[src/design/omdp_pkg.sv]
// Shared types, constants and the sine table of the omni drive mixer.
package omdp_pkg;

  typedef enum logic [2:0] {
    ST_IDLE,
    ST_PID,
    ST_SINE,
    ST_MIX_MUL,
    ST_MIX_DIV_GO,
    ST_MIX_DIV,
    ST_OUT
  } state_t;

  localparam logic [1:0] REG_GAIN_P = 2'd0;
  localparam logic [1:0] REG_GAIN_I = 2'd1;
  localparam logic [1:0] REG_GAIN_D = 2'd2;

  localparam int MulAW = 33;
  localparam int MulBW = 17;
  localparam int MulPW = MulAW + MulBW;

  localparam logic [14:0] QSINE [0:90] = '{
    15'd0, 15'd572, 15'd1144, 15'd1715, 15'd2286, 15'd2856, 15'd3425, 15'd3993,
    15'd4560, 15'd5126, 15'd5690, 15'd6252, 15'd6813, 15'd7371, 15'd7927, 15'd8481,
    15'd9032, 15'd9580, 15'd10126, 15'd10668, 15'd11207, 15'd11743, 15'd12275,
    15'd12803, 15'd13328, 15'd13848, 15'd14365, 15'd14876, 15'd15384, 15'd15886,
    15'd16384, 15'd16877, 15'd17364, 15'd17847, 15'd18324, 15'd18795, 15'd19261,
    15'd19720, 15'd20174, 15'd20622, 15'd21063, 15'd21498, 15'd21926, 15'd22348,
    15'd22763, 15'd23170, 15'd23571, 15'd23965, 15'd24351, 15'd24730, 15'd25102,
    15'd25466, 15'd25822, 15'd26170, 15'd26510, 15'd26842, 15'd27166, 15'd27482,
    15'd27789, 15'd28088, 15'd28378, 15'd28660, 15'd28932, 15'd29197, 15'd29452,
    15'd29698, 15'd29935, 15'd30163, 15'd30382, 15'd30592, 15'd30792, 15'd30983,
    15'd31164, 15'd31336, 15'd31499, 15'd31651, 15'd31795, 15'd31928, 15'd32052,
    15'd32166, 15'd32270, 15'd32365, 15'd32449, 15'd32524, 15'd32589, 15'd32644,
    15'd32688, 15'd32723, 15'd32748, 15'd32763, 15'd32767
  };

endpackage

[src/design/omdp_ifs.sv]
// Handshake interfaces for command, drive and configuration words.
interface omdp_cmd_if;
  logic        valid;
  logic        ready;
  logic        operation;
  logic [8:0]  target_angle;
  logic [7:0]  speed;
  logic signed [15:0] heading_error;
  modport source (output valid, operation, target_angle, speed, heading_error,
                  input ready);
  modport sink (input valid, operation, target_angle, speed, heading_error,
                output ready);
endinterface

interface omdp_drive_if;
  logic       valid;
  logic       ready;
  logic [2:0] motor_index;
  logic [7:0] duty;
  logic       forward;
  logic       last;
  modport source (output valid, motor_index, duty, forward, last, input ready);
  modport sink (input valid, motor_index, duty, forward, last, output ready);
endinterface

interface omdp_cfg_if;
  logic        valid;
  logic        ready;
  logic [1:0]  index;
  logic [15:0] data;
  modport source (output valid, index, data, input ready);
  modport sink (input valid, index, data, output ready);
endinterface

[src/design/omdp_mul.sv]
// Shared signed multiplier with a registered product.
module omdp_mul (
  input  logic clk,
  input  logic signed [omdp_pkg::MulAW-1:0] a,
  input  logic signed [omdp_pkg::MulBW-1:0] b,
  output logic signed [omdp_pkg::MulPW-1:0] prod
);
  always_ff @(posedge clk) begin
    prod <= a * b;
  end
endmodule

[src/design/omdp_div.sv]
// Restoring divider producing an 8-bit quotient, one bit per cycle.
module omdp_div (
  input  logic        clk,
  input  logic        rst,
  input  logic        start,
  input  logic [22:0] dividend,
  input  logic [14:0] divisor,
  output logic [7:0]  quotient,
  output logic        done
);
  logic [22:0] rem;
  logic [2:0]  cnt;
  logic        busy;
  logic [22:0] trial;
  logic        fits;

  assign trial = 23'(divisor) << cnt;
  assign fits  = rem >= trial;

  always_ff @(posedge clk) begin
    if (rst) begin
      busy <= 1'b0;
      done <= 1'b0;
      cnt  <= 3'd0;
    end else begin
      done <= busy && (cnt == 3'd0);
      if (start) begin
        busy <= 1'b1;
        cnt  <= 3'd7;
      end else if (busy) begin
        cnt <= cnt - 3'd1;
        if (cnt == 3'd0) begin
          busy <= 1'b0;
        end
      end
    end
  end

  always_ff @(posedge clk) begin
    if (start) begin
      rem      <= dividend;
      quotient <= 8'd0;
    end else if (busy) begin
      if (fits) begin
        rem <= rem - trial;
      end
      quotient <= {quotient[6:0], fits};
    end
  end
endmodule

[src/design/omni_drive_mixer_pid.sv]
// Top level of the omni drive mixer with PID heading correction.
// One command word updates the PID integral and derivative, then yields one drive
// word per motor in motor order, the final one flagged last. Commands are taken one
// at a time: ready is high only while idle. A command first computes the PID terms
// and the sines, then for each motor in move mode runs one multiply, an 8-step
// restoring divide and presents the word; when the mix term is zero the divide is
// skipped. All products share one multiplier.
module omni_drive_mixer_pid #(
  parameter int MOTORS = 4
) (
  input logic clk,
  input logic rst,
  omdp_cmd_if.sink     cmd,
  omdp_drive_if.source drive,
  omdp_cfg_if.sink     cfg
);
  localparam int IW   = (MOTORS > 1) ? $clog2(MOTORS) : 1;
  localparam int STEP = 360 / MOTORS;

  omdp_pkg::state_t state, state_next;

  logic signed [15:0] gain_p, gain_i, gain_d;
  logic signed [31:0] error_sum;
  logic signed [15:0] previous_error;
  logic signed [15:0] err;
  logic signed [16:0] deriv;
  logic        align;
  logic [7:0]  speed;
  logic [10:0] target2;
  logic [1:0]  pstep;
  logic signed [49:0] acc;
  logic [IW-1:0] idx;
  logic [10:0] a2;
  logic [14:0] s_abs [MOTORS];
  logic        s_neg [MOTORS];
  logic [14:0] maxabs;
  logic signed [8:0] mix;

  logic signed [omdp_pkg::MulAW-1:0] mul_a;
  logic signed [omdp_pkg::MulBW-1:0] mul_b;
  logic signed [omdp_pkg::MulPW-1:0] prod;
  logic        div_start;
  logic [7:0]  quotient;
  logic        div_done;

  logic signed [32:0] sum_wide;
  logic signed [31:0] sum_sat;
  logic [8:0]  tmod;
  logic [10:0] h;
  logic [9:0]  x720;
  logic [8:0]  x360;
  logic [7:0]  xq;
  logic        sneg;
  logic [15:0] pair;
  logic [14:0] sval;
  logic        zero_mix;
  logic        last_motor;
  logic signed [41:0] pid;
  logic signed [42:0] v;
  logic [42:0] vmag;
  logic        cmd_take;
  logic        cfg_take;

  assign cmd_take = cmd.valid && cmd.ready;
  // Gains are written only while idle and no command word is offered.
  assign cfg.ready = (state == omdp_pkg::ST_IDLE) && !cmd.valid;
  assign cfg_take  = cfg.valid && cfg.ready;

  // Integral update with saturation to the 32-bit signed limits.
  always_comb begin
    sum_wide = 33'(error_sum) + 33'(cmd.heading_error);
    if (sum_wide > 33'sh0_7FFF_FFFF) begin
      sum_sat = 32'sh7FFF_FFFF;
    end else if (sum_wide < -33'sh0_8000_0000) begin
      sum_sat = 32'sh8000_0000;
    end else begin
      sum_sat = sum_wide[31:0];
    end
  end

  assign tmod = (cmd.target_angle >= 9'd360) ? cmd.target_angle - 9'd360 : cmd.target_angle;

  // Sine of the current motor's relative angle in half degrees.
  always_comb begin
    h    = target2 + 11'd720 - a2;
    x720 = (h >= 11'd720) ? 10'(h - 11'd720) : h[9:0];
    sneg = x720 >= 10'd360;
    x360 = sneg ? 9'(x720 - 10'd360) : x720[8:0];
    xq   = (x360 > 9'd180) ? 8'(9'd360 - x360) : x360[7:0];
    pair = 16'd0;
    if (xq[0]) begin
      pair = 16'(omdp_pkg::QSINE[xq[7:1]]) + 16'(omdp_pkg::QSINE[xq[7:1] + 7'd1]) + 16'd1;
      sval = pair[15:1];
    end else begin
      sval = omdp_pkg::QSINE[xq[7:1]];
    end
  end

  assign zero_mix   = align || (speed == 8'd0) || (maxabs == 15'd0);
  assign last_motor = idx == IW'(MOTORS - 1);
  assign pid        = acc[49:8];
  assign v          = 43'(mix) - 43'(pid);
  assign vmag       = v[42] ? 43'(-v) : 43'(v);

  assign drive.motor_index = 3'(idx);
  assign drive.duty        = (vmag > 43'd255) ? 8'd255 : vmag[7:0];
  assign drive.forward     = !v[42] && (v != 43'sd0);
  assign drive.last        = last_motor;

  always_comb begin
    state_next = state;
    unique case (state)
      omdp_pkg::ST_IDLE:       if (cmd_take) state_next = omdp_pkg::ST_PID;
      omdp_pkg::ST_PID:        if (pstep == 2'd3) state_next = omdp_pkg::ST_SINE;
      omdp_pkg::ST_SINE:       if (last_motor) state_next = omdp_pkg::ST_MIX_MUL;
      omdp_pkg::ST_MIX_MUL:    state_next = zero_mix ? omdp_pkg::ST_OUT
                                                     : omdp_pkg::ST_MIX_DIV_GO;
      omdp_pkg::ST_MIX_DIV_GO: state_next = omdp_pkg::ST_MIX_DIV;
      omdp_pkg::ST_MIX_DIV:    if (div_done) state_next = omdp_pkg::ST_OUT;
      omdp_pkg::ST_OUT: begin
        if (drive.ready) begin
          state_next = last_motor ? omdp_pkg::ST_IDLE : omdp_pkg::ST_MIX_MUL;
        end
      end
      default:                 state_next = omdp_pkg::ST_IDLE;
    endcase
  end

  always_comb begin
    cmd.ready   = 1'b0;
    drive.valid = 1'b0;
    div_start   = 1'b0;
    mul_a       = 33'(err);
    mul_b       = 17'(gain_p);
    unique case (state)
      omdp_pkg::ST_IDLE: cmd.ready = 1'b1;
      omdp_pkg::ST_PID: begin
        case (pstep)
          2'd1: begin
            mul_a = 33'(error_sum);
            mul_b = 17'(gain_i);
          end
          2'd2: begin
            mul_a = 33'(deriv);
            mul_b = 17'(gain_d);
          end
          default: begin
            mul_a = 33'(err);
            mul_b = 17'(gain_p);
          end
        endcase
      end
      omdp_pkg::ST_MIX_MUL: begin
        mul_a = $signed({18'd0, s_abs[idx]});
        mul_b = $signed({9'd0, speed});
      end
      omdp_pkg::ST_MIX_DIV_GO: div_start = 1'b1;
      omdp_pkg::ST_OUT: drive.valid = 1'b1;
      default: begin
      end
    endcase
  end

  always_ff @(posedge clk) begin
    if (rst) begin
      state          <= omdp_pkg::ST_IDLE;
      gain_p         <= 16'sd0;
      gain_i         <= 16'sd0;
      gain_d         <= 16'sd0;
      error_sum      <= 32'sd0;
      previous_error <= 16'sd0;
    end else begin
      state <= state_next;
      if (cfg_take) begin
        unique case (cfg.index)
          omdp_pkg::REG_GAIN_P: begin
            gain_p         <= cfg.data;
            error_sum      <= 32'sd0;
            previous_error <= 16'sd0;
          end
          omdp_pkg::REG_GAIN_I: gain_i <= cfg.data;
          omdp_pkg::REG_GAIN_D: gain_d <= cfg.data;
          default: begin
          end
        endcase
      end else if (cmd_take) begin
        error_sum      <= sum_sat;
        previous_error <= cmd.heading_error;
      end
    end
  end

  always_ff @(posedge clk) begin
    unique case (state)
      omdp_pkg::ST_IDLE: begin
        err     <= cmd.heading_error;
        deriv   <= 17'(cmd.heading_error) - 17'(previous_error);
        align   <= cmd.operation;
        speed   <= cmd.speed;
        target2 <= {1'b0, tmod, 1'b0};
        pstep   <= 2'd0;
      end
      omdp_pkg::ST_PID: begin
        pstep <= pstep + 2'd1;
        if (pstep == 2'd1) begin
          acc <= 50'(prod);
        end else if (pstep != 2'd0) begin
          acc <= acc + 50'(prod);
        end
        idx    <= '0;
        a2     <= 11'(STEP);
        maxabs <= 15'd0;
      end
      omdp_pkg::ST_SINE: begin
        s_abs[idx] <= sval;
        s_neg[idx] <= sneg && (sval != 15'd0);
        if (sval > maxabs) begin
          maxabs <= sval;
        end
        a2  <= a2 + 11'(2 * STEP);
        idx <= last_motor ? '0 : idx + IW'(1);
      end
      omdp_pkg::ST_MIX_MUL: begin
        if (zero_mix) begin
          mix <= 9'sd0;
        end
      end
      omdp_pkg::ST_MIX_DIV: begin
        if (div_done) begin
          mix <= s_neg[idx] ? -$signed({1'b0, quotient}) : $signed({1'b0, quotient});
        end
      end
      omdp_pkg::ST_OUT: begin
        if (drive.ready && !last_motor) begin
          idx <= idx + IW'(1);
        end
      end
      default: begin
      end
    endcase
  end

  omdp_mul u_mul (
    .clk  (clk),
    .a    (mul_a),
    .b    (mul_b),
    .prod (prod)
  );

  omdp_div u_div (
    .clk      (clk),
    .rst      (rst),
    .start    (div_start),
    .dividend (prod[22:0]),
    .divisor  (maxabs),
    .quotient (quotient),
    .done     (div_done)
  );
endmodule

[src/flat_wrapper.sv]
// flat-port wrapper written by rule: the top's interface ports become plain ports
module omni_drive_mixer_pid_flat 
#(
  parameter int MOTORS = 4
)
  (clk, rst, cmd_valid, cmd_operation, cmd_target_angle, cmd_speed, cmd_heading_error, cmd_ready, drive_valid, drive_motor_index, drive_duty, drive_forward, drive_last, drive_ready, cfg_valid, cfg_index, cfg_data, cfg_ready);
  omdp_cmd_if cmd_i ();
  omdp_drive_if drive_i ();
  omdp_cfg_if cfg_i ();
  input logic clk;
  input logic rst;
  input wire logic [$bits(cmd_i.valid)-1:0] cmd_valid;
  input wire logic [$bits(cmd_i.operation)-1:0] cmd_operation;
  input wire logic [$bits(cmd_i.target_angle)-1:0] cmd_target_angle;
  input wire logic [$bits(cmd_i.speed)-1:0] cmd_speed;
  input wire logic [$bits(cmd_i.heading_error)-1:0] cmd_heading_error;
  output wire logic [$bits(cmd_i.ready)-1:0] cmd_ready;
  output wire logic [$bits(drive_i.valid)-1:0] drive_valid;
  output wire logic [$bits(drive_i.motor_index)-1:0] drive_motor_index;
  output wire logic [$bits(drive_i.duty)-1:0] drive_duty;
  output wire logic [$bits(drive_i.forward)-1:0] drive_forward;
  output wire logic [$bits(drive_i.last)-1:0] drive_last;
  input wire logic [$bits(drive_i.ready)-1:0] drive_ready;
  input wire logic [$bits(cfg_i.valid)-1:0] cfg_valid;
  input wire logic [$bits(cfg_i.index)-1:0] cfg_index;
  input wire logic [$bits(cfg_i.data)-1:0] cfg_data;
  output wire logic [$bits(cfg_i.ready)-1:0] cfg_ready;
  assign cmd_i.valid = cmd_valid;
  assign cmd_i.operation = cmd_operation;
  assign cmd_i.target_angle = cmd_target_angle;
  assign cmd_i.speed = cmd_speed;
  assign cmd_i.heading_error = cmd_heading_error;
  assign cmd_ready = cmd_i.ready;
  assign drive_valid = drive_i.valid;
  assign drive_motor_index = drive_i.motor_index;
  assign drive_duty = drive_i.duty;
  assign drive_forward = drive_i.forward;
  assign drive_last = drive_i.last;
  assign drive_i.ready = drive_ready;
  assign cfg_i.valid = cfg_valid;
  assign cfg_i.index = cfg_index;
  assign cfg_i.data = cfg_data;
  assign cfg_ready = cfg_i.ready;
  omni_drive_mixer_pid #(.MOTORS(MOTORS)) u_core (.clk(clk), .rst(rst), .cmd(cmd_i), .drive(drive_i), .cfg(cfg_i));
endmodule
[config.mk]
export PLATFORM = sky130hd
export DESIGN_NAME = omni_drive_mixer_pid_flat
export DESIGN_NICKNAME = d
export VERILOG_FILES = /design/src/design/omdp_pkg.sv /design/src/design/omdp_ifs.sv /design/src/design/omdp_mul.sv /design/src/design/omdp_div.sv /design/src/design/omni_drive_mixer_pid.sv /design/src/flat_wrapper.sv
export SDC_FILE = /design/constraint.sdc
export NUM_CORES = 2
export LEC_CHECK = 0
export ABC_AREA = 0
export ABC_CLOCK_PERIOD_IN_PS = 13100
export BUFFER_PORTS_ARGS = -buffer_cell sky130_fd_sc_hd__buf_2
export CORE_MARGIN = 8
export CORE_UTILIZATION = 55
export DETAILED_ROUTE_END_ITERATION = 10
export PLACE_DENSITY = 0.71
export SLEW_MARGIN = 20
export SYNTH_ARGS = -nofsm -noshare
export SYNTH_HDL_FRONTEND = slang
export SYNTH_SLANG_ARGS = --single-unit
export TNS_END_PERCENT = 50
[constraint.sdc]
create_clock -name clk -period 13.1 [get_ports clk]
set_clock_uncertainty 0.05 [all_clocks]
set_input_delay 1.31 -clock clk [delete_from_list [all_inputs] [get_ports clk]]
set_output_delay 1.31 -clock clk [all_outputs]
set_load 0.01 [all_outputs]
---- Yosys cells after proc, flatten, opt, wreduce, memory -nomap -nowiden ----
Memories as Yosys holds them, arrays and structs flattened. A register that Yosys moved wholly into a read port is not among the register bits.
Index checks and enable logic that the tools add are counted.
word-level totals
  memories ................................ 4
  register bits after elaboration ......... 325
  output and inout port bits .............. 16
  logic and storage cells ................. 180
  memory bits (read-only) ................. 3840
  input port bits ......................... 57
  memory bits (writable) .................. 64
operators by class
  multiply operators ...................... 1
  order comparisons ....................... 11
  bitwise operators ....................... 2
  equality and inequality tests ........... 21
  shift-type cells ........................ 1
  reductions and logical operators ........ 38
  $add $sub $neg .......................... 20
  muxes and demuxes ....................... 59
memory list
  name              depth  width  read ports  clocked after Yosys merged registers in  write ports  line                        text
  (name not given)  128    15     1           0                                        0            omni_drive_mixer_pid.sv:92  pair = 16'(omdp_pkg::QSINE[xq[7:1]]) + 16'(omdp_pkg::QSINE[xq[7:1] + 7'd1]) + 16'd1;
  (name not given)  128    15     1           0                                        0            omni_drive_mixer_pid.sv:92
  u_core.s_abs      4      15     1           1                                        1            omni_drive_mixer_pid.sv:34  logic [14:0] s_abs [MOTORS];
  u_core.s_neg      4      1      1           1                                        1            omni_drive_mixer_pid.sv:35  logic s_neg [MOTORS];
operator list
  cell                                                           count
  two-way mux 32 bit                                             5
  one-hot mux 33 bit (2 select lines)                            2
  two-way mux 50 bit                                             2
  two-way mux 15 bit                                             6
  two-way mux 23 bit                                             3
  one-hot mux 17 bit (2 select lines)                            2
  adder 50 bit                                                   1
  multiplier 33 x 17 -> 50 bit                                   1
  two-way mux 16 bit                                             3
  two-way mux 9 bit                                              5
  > comparator 43 x 8 -> 1 bit (second input constant)           1
  two-way mux 43 bit                                             1
  negator 43 bit                                                 1
  nonzero test 43 bit                                            1
  subtractor 9 x 42 -> 43 bit                                    1
  adder 32 x 16 -> 33 bit                                        1
  > comparator 33 x 32 -> 1 bit (second input constant)          1
  less-than comparator 33 x 32 -> 1 bit (second input constant)  1
  one-hot mux 15 bit (2 select lines)                            1
  greater-or-equal comparator 23 bit                             1
  << shifter 15 x 3 -> 23 bit                                    1
  subtractor 23 bit                                              1
  one-hot mux 11 bit (2 select lines)                            1
  two-way mux 3 bit                                              7
  48 further kinds                                               103

---- Longest topological paths before layout ----
  depth in word-level cells ............... 19
  gate-level depth with buffers ........... 42
  mapped depth without buffers ............ 38

---- Modules after synthesis ----
From an unflattened synthesis, not the netlist that was laid out.
second synthesis, totals
  cell total of the unflattened synthesis .. 5474
  area, all modules ....................... 47919.7 sq um
by module, submodules not included
  module                cells each  sequential area each (sq um)  instances  area an instance (sq um)
  omni_drive_mixer_pid  2938        8087.8                        1          24636.1
  omdp_mul              2186        1001.0                        1          20173.1
  omdp_div              350         950.9                         1          3110.5

---- Least setup slack after synthesis ----
OpenSTA, ideal clock, no wires.
  path kind ............................... register to register
  from .................................... register u_core.pstep[0]
  to ...................................... register u_core.u_mul.prod[47] (netlist name)
  arrival ................................. 8.500 ns
  cell stages (with the launch flop) ...... 37
  setup slack ............................. 4.427 ns
  required time ........................... 12.927 ns
  setup time .............................. 0.123 ns
  path buffers ............................ 3
  clock period less this slack ............ 8.673 ns
  cell sequence ........................... edfxtp_1 inv_1 ha_1 clkbuf_1 and2_1 clkbuf_1 a21oi_1 nor2_1 a221oi_1 clkbuf_1 nor2_1 fa_1 fa_1 inv_1 fa_1 fa_1 inv_1 fa_1 fa_1 ha_1 a21oi_1 nand2_1 a21oi_1 nand3_1 o211ai_1 a21oi_1 o41ai_1 a21oi_1 o21ai_0 a21oi_1 nand4_1 nand3b_1 a21o_1 a221o_1 a21oi_1 o21bai_1 xor2_1
between the ends
  cells in the longest elaborated chain, start to end .. 4
  elaborated cells on any way between the ends .. 7
  classes of those cells .................. mul: 1; eq/ne: 2; mux: 4
RTL lines
  element                                                                                     line                         text
  from (decl)                                                                                 omni_drive_mixer_pid.sv:30   logic [1:0] pstep;
  from (signal assigned)                                                                      omni_drive_mixer_pid.sv:204  pstep <= pstep + 2'd1;
  equality test 2 bit or equality test 2 x 1 -> 1 bit (tied branches)                         omni_drive_mixer_pid.sv:138  case (pstep)
  one-hot mux 33 bit (2 select lines) or one-hot mux 17 bit (2 select lines) (tied branches)  omni_drive_mixer_pid.sv:138
  one-hot mux 33 bit (2 select lines) or one-hot mux 17 bit (2 select lines) (tied branches)  omni_drive_mixer_pid.sv:135  unique case (state)
  multiplier 33 x 17 -> 50 bit (*)                                                            omdp_mul.sv:9                prod <= a * b;
  to (signal assigned)                                                                        omdp_mul.sv:9
  to (decl)                                                                                   omdp_mul.sv:6                output logic signed [omdp_pkg::MulPW-1:0] prod
Every way passes the cells marked *; elsewhere a longest branch is shown, timed or not.
A chain may end at the register's enable or synchronous reset.

---- Worst setup path after layout ----
  from .................................... register u_core.state[2]
  to ...................................... register u_core.u_mul.prod[47] (netlist name)
between the ends
  cells in the longest elaborated chain, start to end .. 3
  elaborated cells on any way between the ends .. 5
  classes of those cells .................. mul: 1; eq/ne: 2; mux: 2
RTL lines
  element                                                                                     line                         text
  from (decl)                                                                                 omni_drive_mixer_pid.sv:20   omdp_pkg::state_t state, state_next;
  from (signal assigned)                                                                      omni_drive_mixer_pid.sv:166  state <= omdp_pkg::ST_IDLE;
  from (signal assigned)                                                                      omni_drive_mixer_pid.sv:173  state <= state_next;
  equality test 3 x 2 -> 1 bit or equality test 3 x 1 -> 1 bit (tied branches)                omni_drive_mixer_pid.sv:135
  one-hot mux 33 bit (2 select lines) or one-hot mux 17 bit (2 select lines) (tied branches)  omni_drive_mixer_pid.sv:135
  multiplier 33 x 17 -> 50 bit (*)                                                            omdp_mul.sv:9
Marked as above.

==> impl_metrics.yaml <==
clock_tree:
  cts_tree: "done"
  cts_sinks: 389
  cts_resized: 0
  clk_pin_slew_ns: 0.06
  root_buffer: "clkbuf_16"
  clockBufferDepth: 3
  post_cts_buffers: 0
  htree_levels: 2
  cts_made_buffers: 44
  insertion_delay_ns: 0.60
  hold_buffers: 0
timing:
  fin_tns_setup_ns: 0
  rsz0062_at_grt: "false"
  period_share_pct: 74.62
  hold_viol: 0
  setup_violations: 0
  slew_viol_final: 0
  maxSlewHeadroom_pct: 28.33
  finalCriticalPeriod_ns: 9.776
  tightest_slew_ns: 1.068
  setup_ws_ns: 3.324
  fmax_mhz: 102.3
placed_design:
  routabilityCongestion: 0.9314
  dp_worst_setup_slack_ns: 3.417
  io_buffers: 71
  hpwl_um: 97590
global_routing:
  overflow: 0
  grt_pass1_vias: 38540
  grt_use_total_pct: 26.56
  grt_pass1_wl_um: 205000
  antenna_found_initial: 0
  grt_max_degree: 74
cells_and_area:
  area_growth_pct: 6.415
  post-route-util_pct: 58.75
  drive_gt1_share_pct: 6.741
  layout.nets: 6236
  fillCellCount: 7494
routing:
  ant_nets: 0
  wire_per_inst_um: 19.39
  via_per_inst: 5.961
  drc: 0
  dr.first_iter.drc_count: 3263
  routed_wl_um: 126000
  num_vias: 38750
  first_pass_iters: 6
worst_setup_path:
  timing.rr.end: "u_core.u_mul.prod[47]"
  crit_fanout: 28
  critical_path.startpoint_type: "flop"
  critPathRequiredTime_ns: 13.52
  r2r_cells: 34
  max_stage_delay_ns: 0.69
  setup.worst_path.end_class: "flop"
  timing.rr.start: "u_core.state[2]"
  cp_slowest_cell: "dfxtp_1"
  crit_type: "flop to flop"
  crit_arrival_ns: 10.19
  reg2reg_setup_slack_ns: 3.32
logic_synthesis:
  netlist_instances: 5374
  synth_edf_count: 225
  synth_cell_types: 111
  syn_avg_cell_area_um2: 8.692
  synth_nets: 6291
  ys_warn_count: 0
  syn-cell-area_um2: 46710
  ys_seq_area_share_pct: 21.49
  yosys_register_bits: 389
  synthArstFlopShare_pct: 0
  ys.flop_type: "edfxtp_1"
hold_path:
  min_path_type: "flop to flop"
  hold_depth: 2
  hold_end: "u_core.gain_p[15]"
  worstHoldStart: "u_core.gain_p[15]"
die:
  start_util_pct: 55.21
  coreArea_um2: 84610
  fp.dieW_um: 307.4
  io_pins: 73
  dieArea_um2: 94510
  rows: 107
  die_height_um: 307.4
job:
  cap_violations: 0
outcome:
  run_status: "finished clean"
sequential cells by signal, indices dropped and copies added, names as in the netlist, 17 cells and up, named ones only:
| signal | flops |
|---|---|
| u_core.deriv | 17 |
| u_core.error_sum | 32 |
| u_core.s_abs | 60 |
| u_core.u_div.rem | 23 |
| u_core.acc | 50 |
| u_core.u_mul.prod | 50 |
cell usage after synthesis, types with 16 or more instances:
| master | instances | area share (%) |
|---|---|---|
| nand2_1 | 724 | 5.8 |
| inv_1 | 632 | 5.1 |
| nor2_1 | 555 | 4.5 |
| fa_1 | 531 | 23 |
| a21oi_1 | 331 | 3.5 |
| ha_1 | 329 | 8.8 |
| edfxtp_1 | 225 | 14 |
| o21ai_0 | 215 | 2.3 |
| clkbuf_1 | 198 | 1.6 |
| dfxtp_1 | 164 | 7.0 |
| xnor2_1 | 128 | 2.4 |
| nor3_1 | 95 | 1.0 |
| a21o_1 | 88 | 1.4 |
| xor2_1 | 74 | 1.4 |
| nand3_1 | 73 | 0.78 |
| o21a_1 | 53 | 0.85 |
| nand2b_1 | 52 | 0.70 |
| nor2b_1 | 51 | 0.68 |
| and2_1 | 49 | 0.66 |
| a221oi_1 | 40 | 0.75 |
| or2_2 | 40 | 0.54 |
| a31oi_1 | 39 | 0.52 |
| and3_1 | 38 | 0.51 |
| mux2i_1 | 34 | 0.73 |
| a211oi_1 | 33 | 0.53 |
| nand4_1 | 33 | 0.44 |
| o31ai_1 | 33 | 0.53 |
| or3_1 | 33 | 0.44 |
| a22oi_1 | 29 | 0.47 |
| o211ai_1 | 25 | 0.40 |
| o22ai_1 | 25 | 0.33 |
| nor4_1 | 23 | 0.31 |
| mux4_2 | 22 | 1.1 |
| buf_2 | 21 | 0.23 |
| a21boi_0 | 18 | 0.29 |
| o21ai_1 | 18 | 0.19 |
| buf_1 | 17 | 0.14 |
| a22o_1 | 16 | 0.30 |
kinds of logic (layout without fill, tap and decap cells):
family	Yosys count	count (layout)	share of synthesized area (%)
and+or+nand+nor	1833	1833	17.63
AOI/OAI and AO/OA	1146	1146	16.30
buffers and inverters	876	857	7.136
adders and majority gates	860	860	31.57
DFF	389	389	21.49
xor gates and xnor gates	203	203	3.822
muxes	66	66	2.038
other	1	2	0.008028
through the flow:
step | cells | hold slack, ns | instance area [µm²]
floorplan | 5374 | 0.3784 | 46710
global placement | 6417 | 0.3896 | 48210
detailed placement | 6417 | 0.3929 | 48210
CTS | 6499 | 0.3999 | 49710
global route | 6499 | 0.4214 | 49710
finish | 6500 | 0.4015 | 49710
layout by cell type (no fill, tap or decap), types with 37 or more instances in the layout:
cell type,count
a21oi_1,328
ha_1,328
nand2_1,724
or2_2,40
xor2_1,73
a31oi_1,38
buf_2,71
edfxtp_1,225
nand2b_1,52
and2_1,49
nand3_1,73
nor3_1,91
nor2b_1,50
dfxtp_1,163
a21o_1,88
buf_4,68
fa_1,531
o21a_1,53
inv_1,632
nor2_1,549
xnor2_1,127
clkbuf_16,45
o21ai_0,207
a221oi_1,37
and3_1,38
routing by layer:
layer	track usage (%)	share of wire, %	up-vias	wire length [µm]
met5	0	0	-	0
met4	7.837	3.2	0	4061
met3	5.766	9.1	254	11530
met2	41.71	44	1559	55470
met1	36.91	44	18800	54970
li1	-	-	18140	-
worst max-delay path: cells and delay by family (launching register included):
family | cells | cell delay [ns]
AO/OA/AOI/OAI | 13 | 3.12
buffers and inverters | 5 | 0.74
flip-flops | 1 | 0.69
XOR/XNOR | 1 | 0.14
AND/OR/NAND/NOR | 8 | 1.42
adder cells (fa/ha/maj) | 7 | 3.43
worst max-delay path by stage:
stage,to,startpoint,slack (ns)
after detailed placement,u_core.u_mul.prod[47],u_core.state[2],3.42
after global placement,u_core.u_mul.prod[47],u_core.state[2],3.56
final,u_core.u_mul.prod[47],u_core.state[2],3.32
after CTS,u_core.u_mul.prod[47],u_core.state[2],3.39
after floorplan,u_core.u_mul.prod[47],u_core.pstep[0],4.43
after global routing,u_core.maxabs[14],u_core.a2[2],2.65
cell type report:
type | instances | area (µm²) | area share [%]
diodes | 1 | 2.502 | 0.005034
clock buffers | 56 | 1217 | 2.449
clock inverters | 26 | 279.0 | 0.5613
inverters | 636 | 2387 | 4.803
multi-input cells | 4109 | 33480 | 67.36
flip-flops and latches | 389 | 10040 | 20.20
well taps | 1144 | 1431 | 2.880
repair buffers | 139 | 865.8 | 1.742
Power is left out: the tool's default activity adds up to more than one toggle a clock period on the data nets, which glitch-free logic cannot reach.
